File: src/rtl/ersp_pkg.sv
`timescale 1ns / 1ps
`default_nettype none

package ersp_pkg;

	typedef logic [4:0] kind_t;

	typedef enum logic [3:0] {
		CLS_VALUE,
		CLS_RESP,
		CLS_FLAG,
		CLS_BIPAP,
		CLS_PAIR,
		CLS_LEAK,
		CLS_TRIPLE,
		CLS_FLOW,
		CLS_SUMMARY,
		CLS_BAD
	} rec_class_t;

	localparam int unsigned CODE_MAX = 18;

	localparam kind_t KIND_SNORE  = 5'd19;
	localparam kind_t KIND_SNORE2 = 5'd20;
	localparam kind_t KIND_IAP    = 5'd21;
	localparam kind_t KIND_BAD    = 5'd22;
	localparam kind_t KIND_TRUNC  = 5'd23;

	// Class of every 5-bit code; codes past the last record code are bad.
	localparam rec_class_t REC_CLASS [32] = '{
		CLS_VALUE, CLS_VALUE, CLS_VALUE, CLS_BIPAP,
		CLS_VALUE, CLS_RESP, CLS_RESP, CLS_RESP,
		CLS_BAD, CLS_BAD, CLS_RESP, CLS_PAIR,
		CLS_RESP, CLS_FLAG, CLS_TRIPLE, CLS_FLOW,
		CLS_TRIPLE, CLS_LEAK, CLS_SUMMARY, CLS_BAD,
		CLS_BAD, CLS_BAD, CLS_BAD, CLS_BAD,
		CLS_BAD, CLS_BAD, CLS_BAD, CLS_BAD,
		CLS_BAD, CLS_BAD, CLS_BAD, CLS_BAD
	};

	// Bytes that follow the code byte: time delta, if any, and data.
	localparam logic [2:0] REC_LEN [32] = '{
		3'd3, 3'd3, 3'd3, 3'd4, 3'd3, 3'd3, 3'd3, 3'd3,
		3'd0, 3'd0, 3'd3, 3'd4, 3'd3, 3'd2, 3'd5, 3'd5,
		3'd5, 3'd4, 3'd4, 3'd0, 3'd0, 3'd0, 3'd0, 3'd0,
		3'd0, 3'd0, 3'd0, 3'd0, 3'd0, 3'd0, 3'd0, 3'd0
	};

	localparam int unsigned HELD_DEPTH = 5;
	localparam int unsigned SLOTS      = 3;

endpackage

`default_nettype wire

File: src/rtl/event_record_stream_parser.sv
`timescale 1ns / 1ps
`default_nettype none

// Event record stream parser.
// The input channel (in_valid, in_stall, data_byte, last_byte) takes one byte of an
// event log body per transaction; last_byte marks the final byte of a stream.
// The output channel (out_valid, out_stall, event_kind .. run_end) gives one event
// per transaction; run_end is set on the last event caused by one input byte.
// A byte is decoded in the cycle it is accepted and its events are held in a result
// register, so the first event appears in the cycle after the byte is taken.
// Bytes that cause no event or one event may follow back to back while the receiver
// does not stall. A byte that causes two or three events holds the input until its
// last event is taken; the result register hands out one event per unstalled cycle.
// The next byte is accepted in the same cycle as the last event of the previous one.
// When the receiver stalls, the shown event holds and the input stalls once the
// result register has no free room.
// base_time is written over the APB port and loaded at the first byte of a stream.
// Reset clears the parser to wait for the first code byte of a new stream and
// empties the result register.
module event_record_stream_parser
	import ersp_pkg::*;
(
	input  wire logic        clk,
	input  wire logic        arst_n,
	input  wire logic        psel,
	input  wire logic        penable,
	input  wire logic        pwrite,
	input  wire logic [2:0]  paddr,
	input  wire logic [31:0] pwdata,
	output logic [31:0]      prdata,
	output logic             pready,
	input  wire logic        in_valid,
	output logic             in_stall,
	input  wire logic [7:0]  data_byte,
	input  wire logic        last_byte,
	output logic             out_valid,
	input  wire logic        out_stall,
	output logic [4:0]       event_kind,
	output logic [31:0]      event_time,
	output logic [15:0]      value_a,
	output logic [7:0]       value_b,
	output logic [15:0]      value_c,
	output logic [1:0]       value_count,
	output logic             run_end
);

	logic [31:0] base_time_q;
	kind_t       record_code_q;
	logic [2:0]  byte_pos_q;
	logic [7:0]  held_q [HELD_DEPTH];
	logic [31:0] running_time_q;
	logic        stream_start_q;
	logic        error_hold_q;

	logic        bnd_valid_q;
	logic [1:0]  bnd_num_q;
	logic [1:0]  bnd_idx_q;
	logic [31:0] bnd_time_q;
	kind_t       bnd_kind_q [SLOTS];
	logic [15:0] bnd_a_q [SLOTS];
	logic [7:0]  bnd_b_q;
	logic [15:0] bnd_c_q;
	logic [1:0]  bnd_cnt_q;

	logic        in_fire;
	logic        out_fire;
	logic        out_last;
	logic        cfg_write;

	logic [2:0]  wr_idx;
	logic [7:0]  hb [HELD_DEPTH];
	logic [7:0]  d0, d1, d2, d3;
	rec_class_t  cur_cls;
	rec_class_t  in_cls;
	logic [15:0] delta;
	logic [7:0]  offset;
	logic [17:0] adj;
	logic [31:0] t_fin;
	logic [31:0] t_ev;
	logic [31:0] cur_time;

	kind_t       nxt_code;
	logic [2:0]  nxt_pos;
	logic [31:0] nxt_running;
	logic        nxt_ss;
	logic        nxt_err;
	logic        held_we;

	logic [1:0]  res_num;
	logic [31:0] res_time;
	kind_t       res_kind [SLOTS];
	logic [15:0] res_a [SLOTS];
	logic [7:0]  res_b;
	logic [15:0] res_c;
	logic [1:0]  res_cnt;

	assign pready    = 1'b1;
	assign cfg_write = psel & penable & pwrite;
	assign prdata    = (paddr[2] == 1'b0) ? base_time_q : 32'd0;

	assign out_valid = bnd_valid_q;
	assign out_fire  = bnd_valid_q & ~out_stall;
	assign out_last  = (bnd_idx_q == (bnd_num_q - 2'd1));
	assign in_stall  = bnd_valid_q & ~(out_fire & out_last);
	assign in_fire   = in_valid & ~in_stall;

	assign wr_idx = byte_pos_q - 3'd1;

	always_comb begin
		for (int i = 0; i < HELD_DEPTH; i++) begin
			hb[i] = ((byte_pos_q != 3'd0) && (wr_idx == 3'(i))) ? data_byte : held_q[i];
		end
	end

	assign cur_cls = REC_CLASS[record_code_q];
	assign in_cls  = REC_CLASS[data_byte[4:0]];

	assign d0 = (cur_cls == CLS_SUMMARY) ? hb[0] : hb[2];
	assign d1 = (cur_cls == CLS_SUMMARY) ? hb[1] : hb[3];
	assign d2 = (cur_cls == CLS_SUMMARY) ? hb[2] : hb[4];
	assign d3 = hb[3];

	// The summary record carries no time delta.
	assign delta  = (cur_cls == CLS_SUMMARY) ? 16'd0 : {hb[1], hb[0]};
	assign offset = (cur_cls == CLS_RESP) ? d0 : ((cur_cls == CLS_FLOW) ? d2 : 8'd0);
	assign adj    = {{2{delta[15]}}, delta} - {10'd0, offset};
	assign t_fin  = running_time_q + {{16{delta[15]}}, delta};
	assign t_ev   = running_time_q + {{14{adj[17]}}, adj};

	assign cur_time = stream_start_q ? base_time_q : running_time_q;

	always_comb begin
		nxt_code    = record_code_q;
		nxt_pos     = byte_pos_q;
		nxt_running = running_time_q;
		nxt_ss      = stream_start_q;
		nxt_err     = error_hold_q;
		held_we     = 1'b0;
		res_num     = 2'd0;
		res_time    = running_time_q;
		res_b       = 8'd0;
		res_c       = 16'd0;
		res_cnt     = 2'd1;
		for (int i = 0; i < SLOTS; i++) begin
			res_kind[i] = record_code_q;
			res_a[i]    = 16'd0;
		end

		if (error_hold_q) begin
			if (last_byte) begin
				nxt_err = 1'b0;
				nxt_ss  = 1'b1;
				nxt_pos = 3'd0;
			end
		end else if (byte_pos_q == 3'd0) begin
			nxt_running = cur_time;
			nxt_ss      = 1'b0;
			res_time    = cur_time;
			if ((data_byte > 8'(CODE_MAX)) || (in_cls == CLS_BAD)) begin
				res_num     = 2'd1;
				res_kind[0] = KIND_BAD;
				res_a[0]    = {8'd0, data_byte};
				if (last_byte) begin
					nxt_ss = 1'b1;
				end else begin
					nxt_err = 1'b1;
				end
			end else begin
				nxt_code = data_byte[4:0];
				nxt_pos  = 3'd1;
				if (last_byte) begin
					res_num     = 2'd1;
					res_kind[0] = KIND_TRUNC;
					res_a[0]    = {11'd0, data_byte[4:0]};
					nxt_ss      = 1'b1;
					nxt_pos     = 3'd0;
				end
			end
		end else begin
			held_we = 1'b1;
			if (byte_pos_q >= REC_LEN[record_code_q]) begin
				nxt_running = t_fin;
				nxt_pos     = 3'd0;
				res_time    = t_ev;
				res_num     = 2'd1;
				res_a[0]    = {8'd0, d0};
				unique case (cur_cls)
					CLS_FLAG: begin
						res_a[0] = 16'd0;
						res_cnt  = 2'd0;
					end
					CLS_BIPAP: begin
						res_num     = 2'd2;
						res_a[0]    = {8'd0, d1};
						res_kind[1] = KIND_IAP;
						res_a[1]    = {8'd0, d0};
					end
					CLS_PAIR: begin
						res_b   = d1;
						res_cnt = 2'd2;
					end
					CLS_LEAK: begin
						res_num     = (d1 != 8'd0) ? 2'd3 : 2'd2;
						res_kind[1] = KIND_SNORE;
						res_a[1]    = {8'd0, d1};
						res_kind[2] = KIND_SNORE2;
						res_a[2]    = {8'd0, d1};
					end
					CLS_TRIPLE: begin
						res_b   = d1;
						res_c   = {8'd0, d2};
						res_cnt = 2'd3;
					end
					CLS_FLOW: begin
						res_a[0] = {d1, d0};
						res_b    = d2;
						res_cnt  = 2'd2;
					end
					CLS_SUMMARY: begin
						res_b   = d1;
						res_c   = {d3, d2};
						res_cnt = 2'd3;
					end
					default: begin
					end
				endcase
			end else begin
				nxt_pos = byte_pos_q + 3'd1;
				if (last_byte) begin
					res_num     = 2'd1;
					res_kind[0] = KIND_TRUNC;
					res_a[0]    = {11'd0, record_code_q};
				end
			end
			if (last_byte) begin
				nxt_ss  = 1'b1;
				nxt_pos = 3'd0;
			end
		end
	end

	always_ff @(posedge clk or negedge arst_n) begin
		if (!arst_n) begin
			base_time_q    <= 32'd0;
			record_code_q  <= '0;
			byte_pos_q     <= 3'd0;
			running_time_q <= 32'd0;
			stream_start_q <= 1'b1;
			error_hold_q   <= 1'b0;
		end else begin
			if (cfg_write && (paddr[2] == 1'b0)) begin
				base_time_q <= pwdata;
			end
			if (in_fire) begin
				record_code_q  <= nxt_code;
				byte_pos_q     <= nxt_pos;
				running_time_q <= nxt_running;
				stream_start_q <= nxt_ss;
				error_hold_q   <= nxt_err;
			end
		end
	end

	always_ff @(posedge clk) begin
		if (in_fire && held_we) begin
			held_q[wr_idx] <= data_byte;
		end
	end

	always_ff @(posedge clk or negedge arst_n) begin
		if (!arst_n) begin
			bnd_valid_q <= 1'b0;
			bnd_idx_q   <= 2'd0;
			bnd_num_q   <= 2'd1;
		end else if (in_fire && (res_num != 2'd0)) begin
			bnd_valid_q <= 1'b1;
			bnd_idx_q   <= 2'd0;
			bnd_num_q   <= res_num;
		end else if (out_fire) begin
			if (out_last) begin
				bnd_valid_q <= 1'b0;
			end else begin
				bnd_idx_q <= bnd_idx_q + 2'd1;
			end
		end
	end

	always_ff @(posedge clk) begin
		if (in_fire && (res_num != 2'd0)) begin
			bnd_time_q <= res_time;
			bnd_kind_q <= res_kind;
			bnd_a_q    <= res_a;
			bnd_b_q    <= res_b;
			bnd_c_q    <= res_c;
			bnd_cnt_q  <= res_cnt;
		end
	end

	always_comb begin
		event_kind = bnd_kind_q[0];
		value_a    = bnd_a_q[0];
		if (bnd_idx_q == 2'd1) begin
			event_kind = bnd_kind_q[1];
			value_a    = bnd_a_q[1];
		end else if (bnd_idx_q == 2'd2) begin
			event_kind = bnd_kind_q[2];
			value_a    = bnd_a_q[2];
		end
	end

	assign event_time  = bnd_time_q;
	assign value_b     = bnd_b_q;
	assign value_c     = bnd_c_q;
	assign value_count = bnd_cnt_q;
	assign run_end     = out_last;

endmodule

`default_nettype wire
File: config.mk
export PLATFORM = sky130hd
export DESIGN_NAME = event_record_stream_parser
export DESIGN_NICKNAME = d
export VERILOG_FILES = /design/src/rtl/ersp_pkg.sv /design/src/rtl/event_record_stream_parser.sv
export SDC_FILE = /design/constraint.sdc
export NUM_CORES = 1
export LEC_CHECK = 0
export BUFFER_PORTS_ARGS = -buffer_cell sky130_fd_sc_hd__buf_2
export CAP_MARGIN = 10
export CORE_UTILIZATION = 54
export DETAILED_ROUTE_END_ITERATION = 8
export PLACE_DENSITY = 0.75
export SYNTH_ARGS = -nofsm -noshare
export SYNTH_HDL_FRONTEND = slang
export SYNTH_SLANG_ARGS = --single-unit
File: constraint.sdc
create_clock -name clk -period 7 [get_ports clk]
set_input_delay 1.4 -clock clk [delete_from_list [all_inputs] [get_ports clk]]
set_output_delay 1.4 -clock clk [all_outputs]
set_load 0.02 [all_outputs]
==> metrics.csv, run 1 <==
stage,metric,value,unit
outcome,result of the run,finished clean,
clock_tree,latest clock arrival within the worst-skew pair,530,ps
logic_synthesis,Post-Synthesis Cells,1576,
logic_synthesis,Post-synth top flop,sky130_fd_sc_hd__edfxtp_1,
floorplanning,die outline area,28600,µm²
logic_synthesis,fraction of the mapped netlist area in simple logic gates,15.5,%
clock_tree,TritonCTS clock tree,done,
drt,remaining design rule violation count,0,
setup_path,type of element capturing the critical path,flop,
clock_tree,buffer cell driving the clock tree root,sky130_fd_sc_hd__clkbuf_16,
grt,global route overflow,0,
timing,"Min Clock Period, post-route",6890,ps
logic_synthesis,number of distinct library cell variants in the gate-level netlist after synthesis,89,
clock_tree,number of buffers between clock root and the deepest sink,3,
logic_synthesis,share of the synthesized netlist area taken by xor and xnor gates,3.43,%
placement,cell area after placement,16900,µm²
finish,number of fillers in the final layout,2131,
timing,WHS,475,ps
timing,Clock Skew,13.0,ps
logic_synthesis,YS warnings,0,
grt,antenna violations before repair,0,
grt,All-Layer GR Usage,30.0,%
timing,Final setup violation count,0,
grt,first-pass GRT wire length,67600,µm
logic_synthesis,post-synthesis sequential element count,224,
floorplanning,number of cell rows,60,
setup_path,"Slowest-stage cell, CP",sky130_fd_sc_hd__or4_4,
timing,setup repair after global routing missed its margin,true,
setup_path,crit path DAT,7160,ps
logic_synthesis,Compound-Gate Fraction of Synth Area,22.4,%
timing,Tcrit/Tclk final,98.5,%
setup_path,Max Fanout on Critical Path,4,
run,Max Cap Violations,0,
timing,pins over their slew limit,0,
logic_synthesis,"post-synthesis share of cell area spent on full adders, half adders and majority gates",7.95,%
setup_path,required time worst endpoint,7270,ps
drt,detailed-routing iteration count for the pre-antenna-repair pass,5,
placement,Port Buffers,162,
setup_path,critical path start-end classification,flop to flop,
placement,DP HPWL,31800,µm
floorplanning,die width,169,µm
logic_synthesis,multiplexer area fraction after synthesis,5.55,%
grt,pin count of the biggest net entering global routing,75,
timing,Fmax achieved,145,MHz
drt,remaining antenna violation count,0,
finish,share of final-layout standard cells stronger than drive strength 1,24.6,%
setup_path,launching element type of the critical path,flop,
setup_path,most repeated library cell on the critical path,sky130_fd_sc_hd__buf_4,
drt,WL per Instance,19.9,µm
logic_synthesis,async set-or-reset flop fraction in the synthesized netlist,35.3,%
floorplanning,starting density of the core,55.5,%
finish,post-layout instance count excluding filler cells,2205,
logic_synthesis,number of flops mapped to enable cells by yosys,145,
logic_synthesis,largest family of logic cells by synthesized area,compound AO/OA/AOI/OAI gates,
floorplanning,vertical die dimension,169,µm
clock_tree,clock input transition at the sequential cells of the worst setup and hold paths,70,ps
clock_tree,TritonCTS Sinks,224,
drt,violation count after the first detailed-route iteration,1186,
grt,via count of the first global-routing pass,12400,
clock_tree,number of H-tree levels,1,
drt,total via count after detailed routing,13500,
drt,WL final,44000,µm
finish,Final Instance Area,18100,µm²
finish,"Net count, final",1959,
placement,placed instance count,2148,
placement,Final Wtd Congestion,0.976,
clock_tree,total clock buffers created by CTS,25,
floorplanning,placeable core area,27200,µm²
timing,Slew HR,21.3,%
logic_synthesis,"Avg Cell Area, Syn",9.57,µm²
drt,Avg Vias per Cell,6.12,
timing,slew at the pin closest to its max-slew limit,1180,ps
logic_synthesis,Syn Std Cell Area,15100,µm²
hold_path,path category of the worst min-delay check,flop to flop,
finish,layout-stage area growth over the synthesis result,20.0,%
setup_path,highest cell delay on the worst timing path,560,ps
logic_synthesis,synthesized netlist net count,1721,
floorplanning,I/O pin count,166,
logic_synthesis,sequential area share after synthesis,42.0,%
timing,number of hold violations in the final report,0,
==> registers in the layout (all words and copies together) (netlist names), 2 cells and up <==
register / count
held_q: 40
running_time_q: 32
bnd_num_q: 2
value_c: 16
record_code_q: 5
byte_pos_q: 3
value_b: 8
bnd_a_q: 32
event_time: 32
base_time_q: 32
bnd_kind_q: 15
bnd_idx_q: 2
value_count: 2
==> logic make-up (layout without fill, tap and decap cells) <==
kind of cell    after synthesis  after routing
buf+inv                     118            374
fa+ha+maj                    94             94
compound gates              518            518
flops                       224            224
other cells                   1              2
xor+xnor                     59             59
mux                          78             78
simple gates                484            484
==> critical path, delay by kind of cell (launching register included) <==
family                   cells  cell delay, ps
buffers and inverters        5             750
flip-flops                   1             440
adder cells (fa/ha/maj)      3             830
XOR/XNOR                     2             190
AO/OA/AOI/OAI               12            1830
AND/OR/NAND/NOR             11            2420
multiplexers                 1             170
==> layer usage <==
metal	GRT usage, %	part of all wire, %	wire length (µm)
met5	0	0	0
met4	12.8	4.1	1820
met3	3.41	8.2	3620
met2	48.5	46	20300
met1	40.8	41	18200
==> synth_stat cells (all sizes together), types with 25 or more instances <==
master  number  area [µm²]
edfxtp     145        4350
nor2       145         573
a21oi      144         721
nand2      138         521
o21ai      125         626
ha          91        1140
dfrtp       77        1930
clkbuf      63         236
nor2b       55         344
mux2        45         507
inv         43         161
o22ai       38         238
nand3       34         170
mux2i       33         330
xor2        32         280
o22a        28         245
xnor2       27         236
a21o        25         188
==> layout make-up <==
| type | count | area [µm²] | share of cell area, % |
|---|---|---|---|
| multi-input combinational | 1234 | 8540 | 47.2 |
| sequential | 224 | 6330 | 35.0 |
| timing repair buffer | 285 | 1760 | 9.73 |
| clock buffer | 26 | 629 | 3.48 |
| tap | 372 | 465 | 2.57 |
| clock inverter | 19 | 203 | 1.12 |
| inverter | 44 | 165 | 0.912 |
| antenna | 1 | 2.50 | 0.0138 |
==> through the flow <==
stage,setup TNS [ps],utilization (%),setup slack (ps)
global route,-805,66.6,-152
detailed placement,0,62.2,43.5
CTS,0,65.3,38.7
global placement,0,62.2,107
floorplan,0,-,40.5
finish,0,66.6,108
==> placed cells by master (no fill, tap or decap), types with 18 or more instances in the layout <==
| master | n |
|---|---|
| sky130_fd_sc_hd__nor2_1 | 140 |
| sky130_fd_sc_hd__edfxtp_1 | 145 |
| sky130_fd_sc_hd__inv_1 | 40 |
| sky130_fd_sc_hd__xnor2_1 | 27 |
| sky130_fd_sc_hd__o22ai_1 | 38 |
| sky130_fd_sc_hd__ha_1 | 85 |
| sky130_fd_sc_hd__buf_4 | 117 |
| sky130_fd_sc_hd__dfrtp_1 | 76 |
| sky130_fd_sc_hd__o21ai_1 | 22 |
| sky130_fd_sc_hd__and2_1 | 18 |
| sky130_fd_sc_hd__o221ai_1 | 20 |
| sky130_fd_sc_hd__xor2_1 | 32 |
| sky130_fd_sc_hd__buf_2 | 161 |
| sky130_fd_sc_hd__nor2b_1 | 52 |
| sky130_fd_sc_hd__o22a_1 | 27 |
| sky130_fd_sc_hd__a21o_1 | 25 |
| sky130_fd_sc_hd__mux2_2 | 45 |
| sky130_fd_sc_hd__o21ai_0 | 97 |
| sky130_fd_sc_hd__nand3_1 | 33 |
| sky130_fd_sc_hd__nand2_1 | 133 |
| sky130_fd_sc_hd__a22oi_1 | 23 |
| sky130_fd_sc_hd__a21oi_1 | 136 |
| sky130_fd_sc_hd__nand2b_1 | 24 |
| sky130_fd_sc_hd__mux2i_1 | 32 |
| sky130_fd_sc_hd__clkbuf_16 | 25 |
==> final timing paths <==
| check | startpoint | endpoint | slack (ps) | cells past startpoint |
|---|---|---|---|---|
| max | record_code_q[0] | event_time[22] | 110 | 34 |
| min | bnd_num_q[0] | bnd_num_q[0] | 480 | 2 |
| max reg2reg | record_code_q[0] | event_time[22] | 110 | 34 |
| min reg2reg | bnd_num_q[0] | bnd_num_q[0] | 480 | 2 |
| max in group asynchronous | arst_n | base_time_q[24] | 5110 | 2 |
| min in group asynchronous | arst_n | bnd_idx_q[1] | 660 | 1 |
==> what timing repair did <==
item	4_1_cts	5_1_grt
hold buffers	0	0
setup endpoints to repair	5	14
setup buffers	0	9
pin swaps	0	31
resized for setup	3	66
Power of run 1 is left out: the tool's default activity adds up to more than one toggle a clock period on the data nets, which glitch-free logic cannot reach.
==> inputs of run 2 (changes only) <==
Settings changed: CORE_UTILIZATION 54 to 55, PLACE_DENSITY 0.75 to 0.74, RECOVER_POWER from default to 100.
Clock period 7 ns to 8.55 ns, I/O delays scaled along.
==> run 2 against run 1 <==
Effect of this change:
- the flow now finishes with violations (max-capacitance violations, max-slew violations)
- non-clock buffer count fell by 93
- cell count decreased by 5.5%
- maximum frequency down 15%
- final area down 5.8%
- clock-buffer cell count rose by 6
- worst hold slack worse by 5.0 ps
- die area down 1.8%
- core utilization is 3.3 points lower
- worst setup slack improved by 370 ps
- critical path type unchanged
==> metrics.csv, run 2 (same netlist as run 1, synthesis figures left out) <==
stage,metric,value,unit,change
grt,met3 capacity usage during global routing,3.85,%,was 3.41%
placement,Port Buffers,162,,unchanged
setup_path,Critical Path Source,record_code_q[1],,was record_code_q[0]
drt,WL per Instance,20.6,µm,was 19.9 µm
outcome,result of the run,"finished, violations left",,was finished clean
timing,"Min Clock Period, post-route",8080,ps,was 6890 ps
timing,Slew HR,-175,%,was 21.3%
outcome,failing checks,"max-capacitance violations, max-slew violations",,
placement,DP HPWL,30800,µm,was 31800 µm
placement,Final Wtd Congestion,0.978,,was 0.976
floorplanning,placeable core area,27000,µm²,was 27200 µm²
floorplanning,starting density of the core,56.0,%,was 55.5%
timing,total negative slack for setup checks,0,ps,unchanged
setup_path,reg2reg start,record_code_q[1],,was record_code_q[0]
grt,layer carrying the most global-route usage,met2,,unchanged
drt,Avg Vias per Cell,6.30,,was 6.12
clock_tree,buffer cell driving the clock tree root,sky130_fd_sc_hd__clkbuf_16,,unchanged
clock_tree,clock input transition at the sequential cells of the worst setup and hold paths,60,ps,was 70 ps
setup_path,endpoint of the worst-slack reg-to-reg timing path,event_time[30],,was event_time[22]
finish,number of flip-flops in the largest register,40,,unchanged
clock_tree,number of H-tree levels,1,,unchanged
floorplanning,die outline area,28100,µm²,was 28600 µm²
grt,global-route met1 utilization,41.9,%,was 40.8%
drt,remaining antenna violation count,0,,unchanged
setup_path,Reg2Reg Depth,31,,was 34
drt,detailed-routing iteration count for the pre-antenna-repair pass,8,,was 5
grt,antenna violations before repair,0,,unchanged
drt,remaining design rule violation count,0,,unchanged
setup_path,required time worst endpoint,8900,ps,was 7270 ps
finish,number of fillers in the final layout,2304,,was 2131
setup_path,Max Fanout on Critical Path,13,,was 4
setup_path,termination of the worst setup path,event_time[30],,was event_time[22]
timing,Fmax achieved,124,MHz,was 145 MHz
clock_tree,number of buffers between clock root and the deepest sink,3,,unchanged
clock_tree,total clock buffers created by CTS,26,,was 25
clock_tree,latest clock arrival within the worst-skew pair,540,ps,was 530 ps
timing,Final setup violation count,0,,unchanged
setup_path,"Slowest-stage cell, CP",sky130_fd_sc_hd__dfrtp_1,,was sky130_fd_sc_hd__or4_4
timing,number of hold violations in the final report,0,,unchanged
finish,layout-stage area growth over the synthesis result,13.1,%,was 20.0%
finish,"Net count, final",1867,,was 1959
setup_path,critical path start-end classification,flop to flop,,unchanged
finish,largest reg by FF count,held_q,,unchanged
timing,WHS,470,ps,was 475 ps
floorplanning,I/O pin count,166,,unchanged
floorplanning,number of cell rows,60,,unchanged
setup_path,Register-to-Register Setup Slack,470,ps,was 110 ps
hold_path,path category of the worst min-delay check,flop to flop,,unchanged
setup_path,crit path DAT,8420,ps,was 7160 ps
finish,share of final-layout standard cells stronger than drive strength 1,13.8,%,was 24.6%
timing,Tcrit/Tclk final,94.5,%,was 98.5%
floorplanning,die width,168,µm,was 169 µm
grt,pin count of the biggest net entering global routing,78,,was 75
clock_tree,TritonCTS clock tree,done,,unchanged
setup_path,highest cell delay on the worst timing path,580,ps,was 560 ps
run,Max Cap Violations,3,,was 0
drt,WL final,43000,µm,was 44000 µm
grt,routing usage on met2,49.6,%,was 48.5%
clock_tree,count of hold-fix buffers inserted at cts,0,,unchanged
finish,Final Instance Area,17100,µm²,was 18100 µm²
grt,global route overflow,0,,unchanged
finish,antenna fix cells,0,,was 1
floorplanning,vertical die dimension,168,µm,was 169 µm
finish,"commonest cells after routing, fill and taps aside","sky130_fd_sc_hd__edfxtp_1 (145), sky130_fd_sc_hd__a21oi_1 (143), sky130_fd_sc_hd__nor2_1 (141), sky130_fd_sc_hd__nand2_1 (136), sky130_fd_sc_hd__o21ai_0 (108)",,"was sky130_fd_sc_hd__buf_2 (161), sky130_fd_sc_hd__edfxtp_1 (145), sky130_fd_sc_hd__nor2_1 (140), sky130_fd_sc_hd__a21oi_1 (136), sky130_fd_sc_hd__nand2_1 (133)"
grt,All-Layer GR Usage,30.3,%,was 30.0%
finish,core occupancy in the finished layout,63.3,%,was 66.6%
drt,total via count after detailed routing,13100,,was 13500
timing,slew at the pin closest to its max-slew limit,4120,ps,was 1180 ps
setup_path,launching element type of the critical path,flop,,unchanged
grt,via count of the first global-routing pass,12200,,was 12400
finish,"most common cell after layout, fill and taps aside",sky130_fd_sc_hd__edfxtp_1,,was sky130_fd_sc_hd__buf_2
timing,Clock Skew,20.7,ps,was 13.0 ps
timing,pins over their slew limit,142,,was 0
setup_path,most repeated library cell on the critical path,sky130_fd_sc_hd__o22a_1,,was sky130_fd_sc_hd__buf_4
placement,cell area after placement,16200,µm²,was 16900 µm²
setup_path,type of element capturing the critical path,flop,,unchanged
grt,first-pass GRT wire length,67600,µm,about the same
clock_tree,TritonCTS Sinks,224,,unchanged
drt,violation count after the first detailed-route iteration,1304,,was 1186
[run 2: critical path, delay by kind of cell, from the launching register on]
kind | cells | cell delay (ps)
buf+inv | 2 | 410
flops | 1 | 580
compound gates | 15 | 3280
simple gates | 9 | 2310
mux | 2 | 350
fa+ha+maj | 3 | 950
[run 2: layout make-up]
cell class	instances	area, µm²	area share, %
clock buffers	32	722	4.23
clock inverters	16	219	1.28
repair buffers	192	920	5.39
inverters	44	165	0.968
flip-flops and latches	224	6330	37.1
multi-input cells	1234	8270	48.5
well taps	341	427	2.50
[run 2: timing repair]
item / in CTS / in global routing
setup endpoints to repair: 0 / 4
setup buffers: 0 / 0
gates resized for setup: 0 / 2
hold endpoints to repair: 0 / 0
[run 2: how the worst min path moves through the flow]
stage	from	end	slack (ps)	cells past startpoint
floorplan	bnd_num_q[0]	bnd_num_q[0]	440	2
global placement	bnd_num_q[0]	bnd_num_q[0]	460	2
detailed placement	bnd_num_q[0]	bnd_num_q[0]	460	2
CTS	bnd_num_q[0]	bnd_num_q[0]	470	2
global route	bnd_num_q[0]	bnd_num_q[0]	490	2
finish	bnd_num_q[0]	bnd_num_q[0]	470	2
[run 2: per-layer routing]
metal / wire (µm) / vias to the layer above
li1: - / 6180
met1: 18400 / 6258
met2: 20100 / 604
met3: 3340 / 76
met4: 1220 / 0
met5: 0 / -
[run 2: stage by stage]
step	std cells	worst slack, ps
final	2083	474
after global routing	2083	-0.485
after CTS	2082	551
after detailed placement	2034	618
after global placement	2033	742
after floorplan	1576	1590
Power of run 2 is left out for the same reason.
